[src/hdl/dersig_pkg.sv]
// ============================================================================
// dersig_pkg
// Types, constants and helper functions for the strict DER signature checker.
// ============================================================================
`timescale 1ns / 1ps
`default_nettype none

package dersig_pkg;

    // Running comparison of a big-endian integer against a constant
    typedef enum logic [1:0] {
        CMP_EQ = 2'd0,
        CMP_LT = 2'd1,
        CMP_GT = 2'd2
    } cmp_t;

    typedef enum logic [2:0] {
        PH_SEQ_TAG = 3'd0,
        PH_SEQ_LEN = 3'd1,
        PH_R_TAG   = 3'd2,
        PH_R_LEN   = 3'd3,
        PH_R_VAL   = 3'd4,
        PH_S_TAG   = 3'd5,
        PH_S_LEN   = 3'd6,
        PH_S_VAL   = 3'd7
    } phase_t;

    typedef enum logic [1:0] {
        STATUS_INVALID = 2'd0,
        STATUS_HIGH_S  = 2'd1,
        STATUS_LOW_S   = 2'd2
    } status_t;

    localparam logic [7:0] SEQ_TAG      = 8'h30;
    localparam logic [7:0] INT_TAG      = 8'h02;
    localparam logic [7:0] MAX_PART_LEN = 8'd33;
    localparam logic [6:0] MIN_SIG_LEN  = 7'd8;
    localparam logic [6:0] MAX_SIG_LEN  = 7'd72;
    localparam logic [6:0] COUNT_MAX    = 7'd127;
    localparam logic [5:0] LAST_POS     = 6'd33;

    // secp256k1 group order, left-padded to 33 bytes, and floor(n/2)
    localparam logic [263:0] ORDER_N =
        264'h00_FFFFFFFFFFFFFFFFFFFFFFFFFFFFFFFEBAAEDCE6AF48A03BBFD25E8CD0364141;
    localparam logic [263:0] HALF_N = ORDER_N >> 1;

    // Byte of a 33-byte constant at big-endian position pos (0..32)
    function automatic logic [7:0] const_byte(input logic [263:0] value,
                                              input logic [5:0] pos);
        logic [7:0] result;
        result = 8'h00;
        for (int i = 0; i < 33; i++) begin
            if (pos == 6'(i)) begin
                result = value[8*(32-i) +: 8];
            end
        end
        return result;
    endfunction

    function automatic cmp_t cmp_step(input cmp_t st, input logic [7:0] b,
                                      input logic [7:0] t);
        cmp_t result;
        if (st != CMP_EQ) begin
            result = st;
        end
        else if (b < t) begin
            result = CMP_LT;
        end
        else if (b > t) begin
            result = CMP_GT;
        end
        else begin
            result = CMP_EQ;
        end
        return result;
    endfunction

endpackage

`default_nettype wire

[src/hdl/der_ecdsa_signature_canonicality.sv]
// ============================================================================
// der_ecdsa_signature_canonicality
// Byte-serial strict DER check of a secp256k1 ECDSA signature with low-S
// classification.
// ============================================================================
// One signature byte is taken per request and per cycle; the parse and the
// running compares against the group order and its half are updated in the
// cycle the byte is accepted. On the byte marked last, a status is loaded
// into the result register at the accepting edge and offered from the next
// cycle (0 invalid, 1 canonical with high S, 2 fully canonical), and the
// parse state returns to its start. Bytes that are not last are taken even
// while a result waits; a last byte waits only if the result register is
// full and not being drained that cycle.
`timescale 1ns / 1ps
`default_nettype none

module der_ecdsa_signature_canonicality
    import dersig_pkg::*;
(
    input  wire logic       clk,
    input  wire logic       rst_n,
    input  wire logic       in_valid,
    output logic            in_ready,
    input  wire logic [7:0] sig_byte,
    input  wire logic       last,
    output logic            out_valid,
    input  wire logic       out_ready,
    output logic [1:0]      status
);

    logic [6:0] byte_count_reg,      byte_count_next;
    logic [7:0] declared_length_reg, declared_length_next;
    phase_t     phase_reg,           phase_next;
    logic [5:0] part_length_reg,     part_length_next;
    logic [5:0] part_remaining_reg,  part_remaining_next;
    logic       lead_zero_reg,       lead_zero_next;
    logic       error_reg,           error_next;
    cmp_t       r_order_reg,         r_order_next;
    cmp_t       s_order_reg,         s_order_next;
    cmp_t       s_half_reg,          s_half_next;
    logic       out_valid_reg;
    status_t    status_reg,          status_next;

    logic       in_fire;
    logic       first_value;
    logic       second_value;
    logic [5:0] pos;
    logic [7:0] count_minus_two;
    logic       sig_ok;

    assign in_ready  = !out_valid_reg || out_ready || !last;
    assign in_fire   = in_valid && in_ready;
    assign out_valid = out_valid_reg;
    assign status    = status_reg;

    assign first_value  = (part_remaining_reg == part_length_reg);
    assign second_value = (part_remaining_reg == part_length_reg - 6'd1);
    assign pos          = LAST_POS - part_remaining_reg;

    always_comb
    begin
        byte_count_next      = byte_count_reg;
        declared_length_next = declared_length_reg;
        phase_next           = phase_reg;
        part_length_next     = part_length_reg;
        part_remaining_next  = part_remaining_reg;
        lead_zero_next       = lead_zero_reg;
        error_next           = error_reg;
        r_order_next         = r_order_reg;
        s_order_next         = s_order_reg;
        s_half_next          = s_half_reg;
        status_next          = STATUS_INVALID;
        count_minus_two      = 8'd0;
        sig_ok               = 1'b0;

        if (byte_count_reg < COUNT_MAX) begin
            byte_count_next = byte_count_reg + 7'd1;
        end

        if (!error_reg) begin
            unique case (phase_reg)
                PH_SEQ_TAG:
                begin
                    if (sig_byte != SEQ_TAG) error_next = 1'b1;
                    else                     phase_next = PH_SEQ_LEN;
                end
                PH_SEQ_LEN:
                begin
                    declared_length_next = sig_byte;
                    phase_next           = PH_R_TAG;
                end
                PH_R_TAG, PH_S_TAG:
                begin
                    if (sig_byte != INT_TAG) error_next = 1'b1;
                    else phase_next = (phase_reg == PH_R_TAG) ? PH_R_LEN : PH_S_LEN;
                end
                PH_R_LEN, PH_S_LEN:
                begin
                    if (sig_byte == 8'd0 || sig_byte > MAX_PART_LEN) begin
                        error_next = 1'b1;
                    end
                    else begin
                        part_length_next    = sig_byte[5:0];
                        part_remaining_next = sig_byte[5:0];
                        lead_zero_next      = 1'b0;
                        // short parts carry implicit leading zeros: below n
                        if (phase_reg == PH_R_LEN) begin
                            r_order_next = (sig_byte <= 8'd31) ? CMP_LT : CMP_EQ;
                            phase_next   = PH_R_VAL;
                        end
                        else begin
                            s_order_next = (sig_byte <= 8'd31) ? CMP_LT : CMP_EQ;
                            s_half_next  = (sig_byte <= 8'd31) ? CMP_LT : CMP_EQ;
                            phase_next   = PH_S_VAL;
                        end
                    end
                end
                PH_R_VAL, PH_S_VAL:
                begin
                    priority if (part_remaining_reg == 6'd0 ||
                                 part_remaining_reg > MAX_PART_LEN[5:0]) begin
                        // trailing bytes after S
                        error_next = 1'b1;
                    end
                    else if (first_value && sig_byte[7]) begin
                        error_next = 1'b1;
                    end
                    else if (first_value && sig_byte == 8'd0 &&
                             part_length_reg == 6'd1) begin
                        error_next = 1'b1;
                    end
                    else if (!first_value && lead_zero_reg && second_value &&
                             !sig_byte[7]) begin
                        // padding byte not needed
                        error_next = 1'b1;
                    end
                    else begin
                        if (first_value && sig_byte == 8'd0) lead_zero_next = 1'b1;
                        if (phase_reg == PH_R_VAL) begin
                            r_order_next = cmp_step(r_order_reg, sig_byte,
                                                    const_byte(ORDER_N, pos));
                        end
                        else begin
                            s_order_next = cmp_step(s_order_reg, sig_byte,
                                                    const_byte(ORDER_N, pos));
                            s_half_next  = cmp_step(s_half_reg, sig_byte,
                                                    const_byte(HALF_N, pos));
                        end
                        part_remaining_next = part_remaining_reg - 6'd1;
                        if (phase_reg == PH_R_VAL && part_remaining_reg == 6'd1) begin
                            phase_next = PH_S_TAG;
                        end
                    end
                end
            endcase
        end

        if (last) begin
            count_minus_two = {1'b0, byte_count_next} - 8'd2;
            sig_ok = !error_next &&
                     byte_count_next >= MIN_SIG_LEN &&
                     byte_count_next <= MAX_SIG_LEN &&
                     declared_length_next == count_minus_two &&
                     phase_next == PH_S_VAL && part_remaining_next == 6'd0 &&
                     r_order_next == CMP_LT && s_order_next == CMP_LT;
            if (sig_ok) begin
                status_next = (s_half_next == CMP_GT) ? STATUS_HIGH_S : STATUS_LOW_S;
            end
            // drop all parse state for the next signature
            byte_count_next      = 7'd0;
            declared_length_next = 8'd0;
            phase_next           = PH_SEQ_TAG;
            part_length_next     = 6'd0;
            part_remaining_next  = 6'd0;
            lead_zero_next       = 1'b0;
            error_next           = 1'b0;
            r_order_next         = CMP_EQ;
            s_order_next         = CMP_EQ;
            s_half_next          = CMP_EQ;
        end
    end

    always_ff @(posedge clk or negedge rst_n)
    begin
        if (!rst_n) begin
            byte_count_reg      <= 7'd0;
            declared_length_reg <= 8'd0;
            phase_reg           <= PH_SEQ_TAG;
            part_length_reg     <= 6'd0;
            part_remaining_reg  <= 6'd0;
            lead_zero_reg       <= 1'b0;
            error_reg           <= 1'b0;
            r_order_reg         <= CMP_EQ;
            s_order_reg         <= CMP_EQ;
            s_half_reg          <= CMP_EQ;
            out_valid_reg       <= 1'b0;
        end
        else begin
            if (in_fire) begin
                byte_count_reg      <= byte_count_next;
                declared_length_reg <= declared_length_next;
                phase_reg           <= phase_next;
                part_length_reg     <= part_length_next;
                part_remaining_reg  <= part_remaining_next;
                lead_zero_reg       <= lead_zero_next;
                error_reg           <= error_next;
                r_order_reg         <= r_order_next;
                s_order_reg         <= s_order_next;
                s_half_reg          <= s_half_next;
            end
            if (in_fire && last) begin
                out_valid_reg <= 1'b1;
            end
            else if (out_ready) begin
                out_valid_reg <= 1'b0;
            end
        end
    end

    always_ff @(posedge clk)
    begin
        if (in_fire && last) begin
            status_reg <= status_next;
        end
    end

    // ------------------------------------------------------------------------
    // Assertions
    // ------------------------------------------------------------------------
    a_restart_after_last: assert property (@(posedge clk) disable iff (!rst_n)
        (in_fire && last) |=> (phase_reg == PH_SEQ_TAG && byte_count_reg == 7'd0
                               && !error_reg))
        else $error("parse state not cleared after last byte");

    a_remaining_bounded: assert property (@(posedge clk) disable iff (!rst_n)
        part_remaining_reg <= part_length_reg)
        else $error("value bytes remaining exceed part length");

    a_pending_result_kept: assert property (@(posedge clk) disable iff (!rst_n)
        (out_valid_reg && !out_ready && in_fire && !last) |=>
            (out_valid_reg && $stable(status_reg)))
        else $error("non-final byte disturbed a waiting result");

    a_status_code: assert property (@(posedge clk) disable iff (!rst_n)
        out_valid_reg |-> (status_reg == STATUS_INVALID ||
                           status_reg == STATUS_HIGH_S ||
                           status_reg == STATUS_LOW_S))
        else $error("undefined status code");

    a_ready_when_empty: assert property (@(posedge clk) disable iff (!rst_n)
        !out_valid_reg |-> in_ready)
        else $error("input stalled with empty result register");

endmodule

`default_nettype wire

[config.mk]
export PLATFORM = sky130hd
export DESIGN_NAME = der_ecdsa_signature_canonicality
export DESIGN_NICKNAME = d
export VERILOG_FILES = /design/src/hdl/dersig_pkg.sv /design/src/hdl/der_ecdsa_signature_canonicality.sv
export SDC_FILE = /design/constraint.sdc
export NUM_CORES = 1
export LEC_CHECK = 0
export ABC_AREA = 1
export BUFFER_PORTS_ARGS = -buffer_cell sky130_fd_sc_hd__clkbuf_2
export CORE_UTILIZATION = 64
export DETAILED_ROUTE_END_ITERATION = 8
export PLACE_DENSITY = 0.82
export SYNTH_ARGS = -nofsm -noshare
export SYNTH_HDL_FRONTEND = slang
export SYNTH_SLANG_ARGS = --single-unit
[constraint.sdc]
create_clock -name clk -period 4.6 [get_ports clk]
set_clock_uncertainty 0.1 [all_clocks]
set_input_delay 1.38 -clock clk [delete_from_list [all_inputs] [get_ports clk]]
set_output_delay 1.38 -clock clk [all_outputs]
set_load 0.02 [all_outputs]
======== Word-level counts from Yosys, hierarchy flattened ========
Cells that the tools add are included.
word-level totals
  output and inout bits ................... 4
  flip-flop bits (word level) ............. 41
  word-level logic and storage cells ...... 305
  input port bits ......................... 13
operators by class
  reduce and logical (&&, ||, !) cells .... 41
  magnitude comparators ................... 12
  equality and inequality tests ........... 58
  muxes and demuxes ....................... 177
  add/subtract/negate cells ............... 5
operator list
  kind                   count
  $mux W8                87
  $eq A6 B5 Y1 const B   16
  $mux W2                38
  $mux W6                11
  $eq A6 B4 Y1 const B   8
  $mux W3                11
  $eq A6 B3 Y1 const B   4
  $gt A8 B8 Y1           3
  $lt A8 B8 Y1           3
  $mux W7                3
  $mux W1                20
  $eq A6 B1 Y1 const B   3
  $ne A3 B3 Y1 const B   6
  $logic_and A1 B1 Y1    16
  $eq A3 B3 Y1 const B   5
  $pmux W3 S5            1
  $eq A6 B2 Y1 const B   2
  $eq A6 B6 Y1           2
  $logic_not A6 Y1       2
  $pmux W2 S2            3
  $pmux W6 S2            1
  $sub A6 B1 Y6 const B  2
  $reduce_bool A2 Y1     5
  $reduce_and A9 Y1      1
  28 further kinds       40

======== Longest topological paths before layout ========
Gate-level depths: netlist of run 1.
  depth after elaboration ................. 56
  gate-level depth with buffers ........... 39
  mapped depth without buffers ............ 39

======== Worst setup path before layout of run 1 ========
No wires, ideal clock.
  path type ............................... register to register
  start ................................... register part_remaining_reg[1]
  end ..................................... register status_reg[0], in the netlist status[0], data pin
  slack ................................... 1.007 ns
  required time ........................... 4.361 ns
  cell stages (with the launch flop) ...... 33
  data arrival time ....................... 3.354 ns
  path buffers ............................ 0
  setup time .............................. 0.139 ns
  period minus slack after synthesis ...... 3.593 ns
  cell sequence ........................... dfrtp_1 > inv_2 > ha_1 > nand3_2 > xor2_2 > nor2_4 > nand2_1 > nor2_1 > nor2_1 > nand2_1 > a21oi_1 > o21bai_1 > nand2_1 > nand2_1 > nand2_1 > nand2_1 > nand2_1 > ha_1 > nand2_1 > inv_1 > nand2_1 > nand2_1 > nand2_1 > nand2_1 > nor3_1 > nand3_1 > nand3_1 > o21ai_0 > nor2_1 > nand2_1 > nor2_1 > nand3_1 > nor2_1
on the way
  longest elaborated chain between the ends .. 56
  elaborated cells on any way between the ends .. 204
  classes of those cells .................. add/sub: 2; order compare: 7; eq/ne: 39; mux: 136; reduce/logical: 20
ends and longest elaborated chain
  element                             line                                     source
  from (decl)                         der_ecdsa_signature_canonicality.sv:35   logic [5:0] part_remaining_reg, part_remaining_next;
  from (signal assigned)              der_ecdsa_signature_canonicality.sv:204  part_remaining_reg <= part_remaining_next;
  $sub A6 B6 Y6                       der_ecdsa_signature_canonicality.sv:58   assign pos = LAST_POS - part_remaining_reg;
  $eq A6 B1 Y1                        dersig_pkg.sv:53                         if (pos == 6'(i)) begin
  $mux W8 (32 in series)              dersig_pkg.sv:53
  $mux W8                             der_ecdsa_signature_canonicality.sv:139  if (phase_reg == PH_R_VAL) begin
  $mux W8                             der_ecdsa_signature_canonicality.sv:132  else if (!first_value && lead_zero_reg && second_value &&
  $mux W8                             der_ecdsa_signature_canonicality.sv:128  else if (first_value && sig_byte == 8'd0 &&
  $mux W8                             der_ecdsa_signature_canonicality.sv:125  else if (first_value && sig_byte[7]) begin
  $mux W8                             der_ecdsa_signature_canonicality.sv:120  priority if (part_remaining_reg == 6'd0 ||
  (+9 left out)                       n/a
  $mux W2                             der_ecdsa_signature_canonicality.sv:125
  $mux W2                             der_ecdsa_signature_canonicality.sv:120
  $pmux W2 S2                         der_ecdsa_signature_canonicality.sv:81   unique case (phase_reg)
  $mux W2                             der_ecdsa_signature_canonicality.sv:80   if (!error_reg) begin
  $eq A2 B1 Y1                        der_ecdsa_signature_canonicality.sv:165  r_order_next == CMP_LT && s_order_next == CMP_LT;
  $logic_and A1 B1 Y1                 der_ecdsa_signature_canonicality.sv:164  phase_next == PH_S_VAL && part_remaining_next == 6'd0 &&
  $logic_and A1 B1 Y1                 der_ecdsa_signature_canonicality.sv:165
  $reduce_and A2 Y1 (no source line)  n/a
  to (signal assigned)                der_ecdsa_signature_canonicality.sv:223  status_reg <= status_next;
  to (decl)                           der_ecdsa_signature_canonicality.sv:42   status_t status_reg, status_next;
Several ways; a longest one is shown, not always the timed one. The select of a mux whose other input is x is not followed.
A chain may end at the register's enable or synchronous reset.

======== Final worst setup path of run 1 ========
  start ................................... register part_remaining_reg[3]
  end ..................................... register status_reg[0], in the netlist status[0], data pin
The elaborated chain is that of the path after synthesis.

==> results of run 1 <==
## how the worst max path moves through the flow
stage	from	endpoint	slack [ns]	cells past startpoint
2_1_floorplan	part_remaining_reg[1]	status[0]	1.01	32
5_1_grt	part_remaining_reg[3]	status[1]	-0.02	28
3_3_place_gp	part_remaining_reg[1]	status[0]	0.53	29
3_5_place_dp	part_remaining_reg[1]	status[0]	0.36	28
4_1_cts	part_remaining_reg[1]	status[0]	0.34	29
6_report	part_remaining_reg[3]	status[0]	0.40	28
## layer usage
layer  vias to the layer above  part of all wire  GRT usage
met4                         0             0.036      0.162
met1                      2396              0.42      0.486
li1                       2562                 -          -
met3                        53             0.083     0.0457
met2                       276              0.46      0.599
met5                         -                 0          0
## power by group through the flow
stage | logic [mW] | clock network [mW] | registers (mW)
final | 0.233 | 0.307 | 0.381
after global routing | 0.260 | 0.325 | 0.382
after CTS | 0.224 | 0.309 | 0.380
after detailed placement | 0.222 | 0 | 0.388
after global placement | 0.212 | 0 | 0.387
after floorplan | 0.156 | 0 | 0.387
## per-stage QoR
step                      cells  utilization
after floorplan             775            -
after global placement      880        0.695
after detailed placement    880        0.695
after CTS                   888        0.712
after global routing        893        0.723
final                       893        0.723
## logic make-up (layout without fill, tap and decap cells)
group,Yosys count,in the layout,share of synthesized area
and+or+nand+nor,458,458,0.437
DFF,41,41,0.225
xor gates and xnor gates,9,9,0.0188
adders and majority gates,26,26,0.0707
buffers and inverters,129,151,0.108
AOI/OAI and AO/OA,112,112,0.141
## area by class of cell
type	count	area, sq um	share of cell area
clock buffer	7	86.3	0.0174
clock inverter	1	30.0	0.00604
inverter	120	453	0.0912
multi-input combinational	605	3110	0.626
sequential	41	1040	0.209
tap	96	120	0.0242
timing repair buffer	23	133	0.0267
## repair_timing
item                                    CTS  global route
endpoints found under the setup margin    0             2
buffers inserted                          0             5
gates resized for setup                   0            11
## cells in the mapped netlist, types with 3 or more instances
| cell | n | area [sq um] |
|---|---|---|
| buf_2 | 3 | 15.0 |
| nor3_1 | 9 | 45.0 |
| nand4_1 | 14 | 87.6 |
| nand2_1 | 256 | 961 |
| nor2_4 | 4 | 45.0 |
| a21oi_1 | 32 | 160 |
| inv_1 | 97 | 364 |
| nand2_2 | 5 | 31.3 |
| o22ai_1 | 28 | 175 |
| nor2_2 | 6 | 37.5 |
| dfrtp_1 | 39 | 976 |
| nand3_1 | 68 | 340 |
| nor2_1 | 83 | 312 |
| clkbuf_1 | 4 | 15.0 |
| a31oi_1 | 4 | 25.0 |
| ha_1 | 26 | 325 |
| o21ai_1 | 12 | 60.1 |
| xor2_1 | 4 | 35.0 |
| xnor2_1 | 4 | 35.0 |
| o21ai_0 | 22 | 110 |
| inv_2 | 19 | 71.3 |
| o211ai_1 | 6 | 45.0 |
| clkinv_1 | 4 | 15.0 |
==> metrics.txt, run 1 <==
ys async rst share 0.951; number of global-route vias before repair 4714; cell area after layout 4970 sq um; RePlAce Congestion 0.978; htree depth 2; Max Cap Viol 0; Total Wirelength 13600 um; CP Data Arrival Time 4.26 ns; Yosys reg bits 41; die width 86.8 um; reg-to-reg endpoint status[0]; total power 0.921 mW; Worst VDD drop 188 uV; setup slack after layout 0.398 ns; fill count 589; boundary pin count 17; CP delay by family, top simple AND/OR/NAND/NOR gates; CTS Root Cell clkbuf_8; area of the die 7530 sq um; register-to-register setup slack 0.40 ns; post-route minimum period 4.20 ns; commonest non-fill, non-tap cells in the layout nand2_1 (255), inv_1 (97), nor2_1 (79), nand3_1 (68), dfrtp_1 (38); Die H 86.8 um; clock network fraction of design power 0.334; post-synthesis sequential area ratio 0.225; power per standard cell area 185 nW/um^2; Fmax achieved 0.238 GHz; CTS buffer count 5; Crit Path Max Fanout 7; clk sinks 41; initial antenna violation count 0; Final Hold Viols 0; first-pass GRT wire length 21700 um; Top FF cell, synth dfrtp_1; EDFF count, synth 2; Port Buffers 16; Routed Antenna Nets 0; CTS tree built; total negative slack 0 ns; core area 6870 sq um; CTS max path bufs 2; Synthesis Warnings 0; Syn Inst Count 775; total leakage power 2.65 nW; period utilization 0.913; Placed Instance Area 4770 sq um; share of cells above drive strength 1 0.105; largest net degree at the start of global routing 40; pre-CTS WS 0.358 ns; Setup violations, final 0; Switching Power 0.299 mW; Worst Max-Slew Pin Slew 1.13 ns; nets@finish 835; max-slew violations 0; Switching Share 0.325; P&R area growth vs syn 7.97%; post-DP HPWL 10200 um; slowest cell on the critical path dfrtp_1; row cnt 30; total grt overflow 0; P_int 0.622 mW; Diodes inserted 0; Clock Latency Late Sink 0.30 ns; Hold Startpoint declared_length_reg[7]; max reg flops 8; Bufs and invs on worst path 1; CP required 4.66 ns; Via Count 5287; Post-Syn Area per Cell 5.94 sq um; Reg2Reg Launch Point part_remaining_reg[3]; Worst Hold End declared_length_reg[7]; Cell variety after synth 44; Gate power share 0.253; DRC viols 0; Worst slew margin 0.244; 1st-pass router iterations 5; commonest non-fill, non-tap cell in the layout nand2_1; worst-case reg-to-reg path depth 28; Avg WL per Cell 15.2 um; startpoint class of the critical path register; Critical Setup Path Class register to register; Starting Density 0.670; Worst Hold Class register to register; hold_buf cts 0; slowest stage delay, CP 0.49 ns; status finished clean; cell area after synthesis 4600 sq um; Worst setup EP type register; Syn Nets 814; via density per instance 5.92; hold depth 1; Reg power frac 0.414; WHS 0.413 ns; Initial DRC Count 543; most frequent CP cell nand2_1; total track usage 0.366; Worst-path clk slew 0.08 ns
(Power assumes the default switching activity.)
==> inputs of run 2 (changes only) <==
==> constraint.sdc (replaced) <==
create_clock -name clk -period 4.6 [get_ports clk]
set_clock_uncertainty 0.1 [all_clocks]
set_input_delay 0.23 -clock clk [delete_from_list [all_inputs] [get_ports clk]]
set_output_delay 0.23 -clock clk [all_outputs]
set_load 0.02 [all_outputs]
==> metrics.txt, run 2 (same netlist as run 1, synthesis figures left out) <==
WHS -0.00989 ns (-0.423 ns); row cnt 30 (unchanged); Total Wirelength 13100 um (-3.6%); Worst Max-Slew Pin Slew 1.12 ns (-0.00548 ns); Placed Instance Area 4760 sq um (-0.16%); total track usage 0.361 (-0.00584); post-DP HPWL 10100 um (-1.5%); Fmax achieved 0.238 GHz (+0.17%); Worst VDD drop 179 uV (-5.1%); slowest cell on the critical path dfrtp_2; status finished with violations; clk sinks 41 (unchanged); unrepaired setup endpoints after global routing no; Initial DRC Count 574 (+5.7%); nets@finish 830 (-0.60%); commonest non-fill, non-tap cell in the layout nand2_1; max reg flops 8 (unchanged); Routed Antenna Nets 0 (unchanged); CTS tree built; die width 86.8 um (unchanged); CTS max path bufs 2 (unchanged); total power 0.894 mW (-2.9%); CTS Root Cell clkbuf_8; Avg WL per Cell 14.7 um (-3.1%); startpoint class of the critical path register; most frequent CP cell nand2_1; number of global-route vias before repair 4702 (-0.25%); Reg2Reg Launch Point part_remaining_reg[2]; largest net degree at the start of global routing 40 (unchanged); Cell Count, Final, Fillers Out 888 (-0.56%); violated checks hold timing; max-slew violations 0 (unchanged); Worst Hold Class input port to asynchronous set/reset pin; Bufs and invs on worst path 1 (unchanged); Cells after DPL 879 (-0.11%); CP Data Arrival Time 4.25 ns (about the same); first-pass GRT wire length 21500 um (-1.1%); Clock Latency Late Sink 0.30 ns (about the same); initial antenna violation count 0 (unchanged); Critical Setup Path Class register to register; total leakage power 2.62 nW (-1.2%); DRC viols 0 (unchanged); Setup violations, final 0 (unchanged); post-route minimum period 4.20 ns (-0.00695 ns); share of cells above drive strength 1 0.0985 (-0.00691); 1st-pass router iterations 6 (+1); period utilization 0.912 (-0.00151); via density per instance 5.84 (-1.3%); Starting Density 0.670 (unchanged); Via Count 5187 (-1.9%); register-to-register setup slack 0.40 ns (about the same); cell area after layout 4920 sq um (-0.98%); Worst slew margin 0.248 (+0.00368); CP delay by family, top simple AND/OR/NAND/NOR gates; Final Hold Viols 20 (+20); Crit Path Max Fanout 8 (+1); Worst-path clk slew 0.08 ns (about the same); slowest stage delay, CP 0.45 ns (-0.04 ns); boundary pin count 17 (unchanged); CP required 4.66 ns (about the same); worst-case reg-to-reg path depth 29 (+3.6%); core area 6870 sq um (unchanged); commonest non-fill, non-tap cells in the layout nand2_1 (254), inv_1 (97), nor2_1 (81), nand3_1 (68), dfrtp_1 (37); htree depth 2 (unchanged); Port Buffers 16 (unchanged); CTS buffer count 5 (unchanged); Worst setup EP type register; reg-to-reg endpoint status[0]; P&R area growth vs syn 6.91%; Max Cap Viol 0 (unchanged); Die H 86.8 um (unchanged); total grt overflow 0 (unchanged); total negative slack 0 ns (unchanged); area of the die 7530 sq um (unchanged); RePlAce Congestion 1.01 (+3.3%); Diodes inserted 0 (unchanged); power per standard cell area 182 nW/um^2 (-1.9%); hold_buf cts 0 (unchanged)
## run 2: cell types whose count changed in the layout (fill, tap and decap cells not counted), sizes merged
cell,delta
buf,-5
clkbuf,-1
clkinv,+1
## run 2: where the power goes
part	switching, mW	leakage (nW)	internal, mW	total (mW)
sequential	0.0103	0.555	0.370	0.381
combinational	0.152	2.01	0.0723	0.224
clock	0.129	0.0528	0.160	0.289
## run 2: per-stage QoR
step	setup slack [ns]	util	hold slack, ns
after global placement	0.517	0.694	0.332
after detailed placement	0.387	0.694	0.337
after CTS	0.366	0.709	0.0183
final	0.405	0.716	-0.00989
after floorplan	1.01	-	-0.166
after global routing	0.00250	0.716	0.0526
## run 2: routing by layer
layer / routed length [um] / global-route usage
met1: 5480 / 0.473
met2: 6240 / 0.613
met3: 959 / 0.0400
met4: 376 / 0.130
met5: 0 / 0
## run 2: cell type report
class                   instances  area, sq um
clock inverters                 2         33.8
multi-input cells             605         3110
clock buffers                   6         72.6
fillers                       606         1950
well taps                      96          120
repair buffers                 18         95.1
inverters                     120          453
flip-flops and latches         41         1040
## run 2: worst max-delay path by stage
stage,from,to,slack (ns),depth (start not counted)
3_5_place_dp,part_remaining_reg[1],status[0],0.39,28
2_1_floorplan,part_remaining_reg[1],status[0],1.01,32
6_report,part_remaining_reg[2],status[0],0.40,29
3_3_place_gp,part_remaining_reg[1],status[1],0.52,29
4_1_cts,part_remaining_reg[1],status[0],0.37,28
5_1_grt,part_remaining_reg[2],status[0],0.003,33
## run 2: timing repair
item                                    CTS  global route
endpoints found under the setup margin    0             2
setup buffers                             0             1
resized for setup                         0            11
